===== config.mk =====
export PLATFORM = sky130hd
export DESIGN_NAME = dnd_ctrl
export DESIGN_NICKNAME = d
export VERILOG_FILES = /design/src/hw/rtl/dnd_pkg.sv /design/src/hw/rtl/dnd_ctrl.sv
export SDC_FILE = /design/constraint.sdc
export NUM_CORES = 1
export LEC_CHECK = 0
export BUFFER_PORTS_ARGS = -buffer_cell sky130_fd_sc_hd__buf_2
export CORE_AREA = 2 2 43 45
export CTS_CLUSTER_SIZE = 24
export DETAILED_ROUTE_END_ITERATION = 12
export DIE_AREA = 0 0 45 47
export PLACE_DENSITY = 0.65
export SLEW_MARGIN = 20
export SYNTH_ARGS = -nofsm -noshare
export SYNTH_HDL_FRONTEND = slang
export SYNTH_SLANG_ARGS = --single-unit

===== constraint.sdc =====
create_clock -name clk -period 1.5 [get_ports clk]
set_clock_uncertainty 0.2 [all_clocks]
set_input_delay 0.075 -clock clk [delete_from_list [all_inputs] [get_ports clk]]
set_output_delay 0.075 -clock clk [all_outputs]
set_load 0.01 [all_outputs]

===== src/hw/rtl/dnd_pkg.sv =====
package dnd_pkg;

    localparam int MSG_DEPTH = 512;
    localparam int NAME_CAP  = 256;
    localparam int MAX_LABEL = 63;
    localparam int MAX_NAME  = 255;

    localparam logic [5:0] JUMP_LIMIT_RESET = 6'd32;
    localparam logic [7:0] PTR_MASK  = 8'hC0;
    localparam logic [7:0] LOW6_MASK = 8'h3F;
    localparam logic [7:0] DOT_CHAR  = 8'h2E;

    localparam logic CMD_LOAD   = 1'b0;
    localparam logic CMD_DECODE = 1'b1;

    // controller to datapath
    typedef struct packed {
        logic start;       // latch start, length, clear walk state
        logic rd_cursor;   // issue store read at cursor
        logic rd_next;     // issue store read at cursor + 1
        logic lab_latch;   // capture label byte
        logic ptr_take;    // apply pointer: jump, count
        logic dot_write;   // write '.' into name store
        logic chr_write;   // write data byte into name store, advance cursor
        logic lab_skip;    // advance cursor past label byte
        logic term;        // record resume offset at terminator
        logic out_start;   // reset group counter
        logic grp_rd;      // issue name store read
        logic grp_pack;    // pack returned char into group
        logic grp_next;    // advance to next group
    } dnd_cmd_t;

    // datapath to controller
    typedef struct packed {
        logic cur_oob;     // cursor >= length
        logic nxt_oob;     // cursor + 1 >= length
        logic lab_zero;
        logic lab_ptr;
        logic lab_bad;     // reserved type, too long, past length, name limit
        logic ptr_bad;     // jump limit or forward target
        logic lab_done;    // all label bytes copied
        logic need_dot;
        logic grp_full;    // group complete (8 chars or end of name)
        logic grp_last;
    } dnd_sts_t;

    function automatic logic [7:0] to_lower(input logic [7:0] c);
        logic [7:0] r;
        r = c;
        if (c >= 8'h41 && c <= 8'h5A)
        begin
            r = c + 8'h20;
        end
        return r;
    endfunction

endpackage


===== src/hw/rtl/dnd_ctrl.sv =====
module dnd_ctrl (
    input  logic              clk,
    input  logic              rst_n,
    input  logic              dec_valid,  // decode word offered
    output logic              dec_ready,
    output logic              out_valid,
    input  logic              out_ready,
    output logic              out_err,
    output dnd_pkg::dnd_cmd_t cmd,
    input  dnd_pkg::dnd_sts_t sts
);

    typedef enum logic [3:0] {
        ST_IDLE, ST_RDLAB, ST_LAB, ST_RDPTR, ST_PTR, ST_DOT, ST_CHR,
        ST_GRD, ST_GPACK, ST_OUT
    } state_t;

    state_t state_reg, state_next;
    logic   err_reg, err_next;

    assign dec_ready = (state_reg == ST_IDLE);
    assign out_valid = (state_reg == ST_OUT);
    assign out_err   = err_reg;

    always_comb
    begin
        state_next = state_reg;
        err_next   = err_reg;
        cmd        = '0;
        case (state_reg)
            ST_IDLE:
            begin
                if (dec_valid)
                begin
                    cmd.start  = 1'b1;
                    err_next   = 1'b0;
                    state_next = ST_RDLAB;
                end
            end
            ST_RDLAB:
            begin
                if (sts.cur_oob)
                begin
                    err_next   = 1'b1;
                    state_next = ST_OUT;
                end
                else
                begin
                    cmd.rd_cursor = 1'b1;
                    state_next    = ST_LAB;
                end
            end
            ST_LAB:
            begin
                cmd.lab_latch = 1'b1;
                if (sts.lab_zero)
                begin
                    cmd.term      = 1'b1;
                    cmd.out_start = 1'b1;
                    state_next    = ST_GRD;
                end
                else if (sts.lab_ptr)
                begin
                    if (sts.nxt_oob)
                    begin
                        err_next   = 1'b1;
                        state_next = ST_OUT;
                    end
                    else
                    begin
                        cmd.rd_next = 1'b1;
                        state_next  = ST_RDPTR;
                    end
                end
                else if (sts.lab_bad)
                begin
                    err_next   = 1'b1;
                    state_next = ST_OUT;
                end
                else
                begin
                    cmd.lab_skip = 1'b1;
                    state_next   = sts.need_dot ? ST_DOT : ST_CHR;
                end
            end
            ST_RDPTR:
            begin
                // keep the second pointer byte on the read port
                cmd.rd_next = 1'b1;
                state_next  = ST_PTR;
            end
            ST_PTR:
            begin
                if (sts.ptr_bad)
                begin
                    err_next   = 1'b1;
                    state_next = ST_OUT;
                end
                else
                begin
                    cmd.ptr_take = 1'b1;
                    state_next   = ST_RDLAB;
                end
            end
            ST_DOT:
            begin
                cmd.dot_write = 1'b1;
                state_next    = ST_CHR;
            end
            ST_CHR:
            begin
                // one read in flight per cycle; each write comes in the cycle after its read
                cmd.chr_write = 1'b1;
                if (sts.lab_done)
                begin
                    state_next = ST_RDLAB;
                end
            end
            ST_GRD:
            begin
                if (sts.grp_full)
                begin
                    state_next = ST_OUT;
                end
                else
                begin
                    cmd.grp_rd = 1'b1;
                    state_next = ST_GPACK;
                end
            end
            ST_GPACK:
            begin
                cmd.grp_pack = 1'b1;
                state_next   = ST_GRD;
            end
            ST_OUT:
            begin
                if (out_ready)
                begin
                    if (err_reg || sts.grp_last)
                    begin
                        state_next = ST_IDLE;
                    end
                    else
                    begin
                        cmd.grp_next = 1'b1;
                        state_next   = ST_GRD;
                    end
                end
            end
            default:
            begin
                state_next = ST_IDLE;
            end
        endcase
    end

    always_ff @(posedge clk or negedge rst_n)
    begin
        if (!rst_n)
        begin
            state_reg <= ST_IDLE;
            err_reg   <= 1'b0;
        end
        else
        begin
            state_reg <= state_next;
            err_reg   <= err_next;
        end
    end

endmodule


==> impl_metrics.tcl <==
set metrics [dict create \
    status "finished with violations" \
    failing_checks "setup timing" \
    max-cap-violations 0 \
    synth.cells.most_frequent "nor2_1, nand2b_1" \
    detailedRoute.firstIterationViolations 31 \
    grt_max_degree 12 \
    async_reset_ff_share_pct 100 \
    timing.hold.worst_path_depth 4 \
    synth_flop_cell "dfrtp_1" \
    dp.cells 133 \
    max_stage_delay_ns 0.57 \
    grt_use_total_pct 27.5 \
    detail_route.first_pass.iterations 4 \
    synth_seq_area_share_pct 20.9 \
    synth-xor-area-share_pct 0 \
    synth.lib_cells_used.distinct 33 \
    drt_wl_cell_um 16.8 \
    cts.root.buffer_cell "clkbuf_4" \
    synth_compound_gate_area_share_pct 24.7 \
    filler_cell_count 117 \
    detailroute.via_count 888 \
    vdd_ir_max_mv 0.996 \
    layout.nets 157 \
    globalRoute.totalOverflow 0 \
    instances_no_fill 159 \
    synth.avg_cell_area_um2 7.38 \
    antenna_cells 0 \
    sum_of_negative_setup_slack_ns -3.22 \
    antenna_found_initial 0 \
    drc 0 \
    final_hold_viol_count 0 \
    grt_setup_unrepaired "yes" \
    area_of_the_core_region_um2 1650 \
    synth.most_common_cell "nor2_1" \
    synth-warning-count 0 \
    finalWorstSetupSlack_ns -0.321 \
    post-route-period-util_pct 121 \
    synth-edff-count 0 \
    clock-sinks 5 \
    yosys-top-cells-area "dfrtp_1, nand2b_1, o32ai_1" \
    timing.critical_path.arrival_ns 1.55 \
    cts.htree.levels 1 \
    count_of_buffers_from_port_buffering 29 \
    critical_path_cell_sequence "or4b_4 -> nor4_2 -> buf_2" \
    final-setup-viol-count 20 \
    dominant_combinational_cell_family_by_area_after_synthesis "simple AND/OR/NAND/NOR gates" \
    timing_max_transition_violations_final 0 \
    initial_utilization_pct 36.2 \
    worst-endpoint-required_ns 1.22 \
    globalplace.congestion 0.791 \
    rows 15 \
    power.static_leakage_nw 0.594 \
    worst_pin_slew_ns 0.445 \
    post_route_cells_drive_above_1_share_pct 63.4 \
    min-delay-path-class "in2reg" \
    drt_wl_total_um 2670 \
    post_placement_worst_setup_slack_ns -0.194 \
    slowest_stage_cell_cp "or4b_4" \
    synth_top_area_share_pct 20.9 \
    post_dp_hpwl_um 1520 \
    pin_count 30 \
    cts-buffers-inserted 3 \
    crit_fanout 4 \
    synth.mux.area_fraction_pct 1.67 \
    synth_area_um2 598 \
    first_global_vias 851 \
    insertion_delay_ns 0.26 \
    via_per_inst 5.58 \
    clock_tree.buffer_depth 2 \
    fp.dieW_um 45 \
    finalHoldWorstSlack_ns 0.0142 \
    grt_pass1_wl_um 4010 \
    largest_register_ff_count 4 \
    route.antenna.remaining_nets 0 \
    endpoint_kind "output pin" \
    synth_top_area_cell "dfrtp_1" \
    clk_pin_slew_ns 0.05 \
    layout.area.seq_um2 125 \
    ys_seq_elements 5 \
    design.die.area_um2 2120 \
    clock_tree_from_tritoncts "built" \
    setup.worst_path.class "reg2out" \
    max-slew-margin-rel_pct 69.9 \
    multiInputGateArea_um2 567 \
    yosys.area_share.adder_pct 0 \
    post_synth_and_or_nand_nor_area_fraction_pct 41.8 \
    timing.critical_path.from_type "flop" \
    r2r_cells 5 \
    min_period_ns 1.82 \
    power_density_nw_per_um2 1750 \
    die_height_um 47 \
    areaGrowthSynthToFinish_pct 112 \
    max_clock_freq_mhz 549 \
    synthesis.instances 81 \
    postSynthNetCount 95 \
]
## critical path: cells and delay by family, from the launching register on
family                 cells  cell delay [ns]
flip-flops                 1             0.38
buffers and inverters      1             0.17
AND/OR/NAND/NOR            2             0.72
## final timing paths
check | start | to | slack [ns]
min in group asynchronous | rst_n | state_reg[3] | 0.55
worst min register to register | out_err | out_err | 0.48
worst max-delay path | state_reg[2] | cmd[5] | -0.32
max in group asynchronous | rst_n | state_reg[0] | 0.34
worst min-delay path | sts[8] | state_reg[3] | 0.01
worst max register to register | state_reg[2] | state_reg[1] | -0.25
## final cells by class
cell class                 instances  share of cell area [%]
clock buffer                       4                    2.07
inverter                           5                    1.48
multi-input combinational         63                    44.6
sequential                         5                    9.85
tap                               17                    1.67
timing repair buffer              65                    40.3
## what timing repair did
action | 4_1_cts | 5_1_grt
hold endpoints to repair | 7 | 0
pin swaps | 8 | 4
cloned | 1 | 0
hold buffers | 4 | 0
endpoints found under the setup margin | 20 | 20
setup buffers | 10 | 7
gates resized for setup | 33 | 15
## metal layers
metal | GRT usage (%) | part of all wire [%] | wire, um
met1 | 33.9 | 40 | 1060
met2 | 45.4 | 53 | 1410
met3 | 4.23 | 4.8 | 128
met4 | 16.5 | 2.7 | 72
met5 | 0 | 0 | 0
## cell usage in the layout, fill, tap and decap left out, drive strengths merged
cell type	instances
a211o	1
inv	5
o21a	2
nand2b	7
dfrtp	5
o22a	1
nor3b	4
or4b	1
a21oi	5
and3	1
mux2i	1
o21ai	4
nor4	5
or3	2
nor2b	1
a311oi	1
and2	1
nor4b	1
o32a	1
clkbuf	4
buf	61
a31oi	2
nand3	1
dlygate4sd3	4
and3b	1
o32ai	4
nor2	9
nor3	5
nand2	2
## per-stage QoR
stage	instance area [um2]	total power, W	utilization (%)
CTS	1140	0.00193	69.2
finish	1270	0.00223	76.9
detailed placement	838	0.00129	50.8
floorplan	613	0.000906	-
global route	1270	0.00235	76.9
global placement	838	0.00127	50.8
## cell families after synthesis
logic type | after synthesis
flops | 5
buf+inv | 13
simple gates | 41
mux | 1
compound gates | 21
## power breakdown
group	switching [W]	internal, W
clock network	0.0000710	0.000102
registers	0.0000418	0.000193
logic	0.000857	0.000961
total	0.000970	0.00126
(Power assumes the default switching activity.)
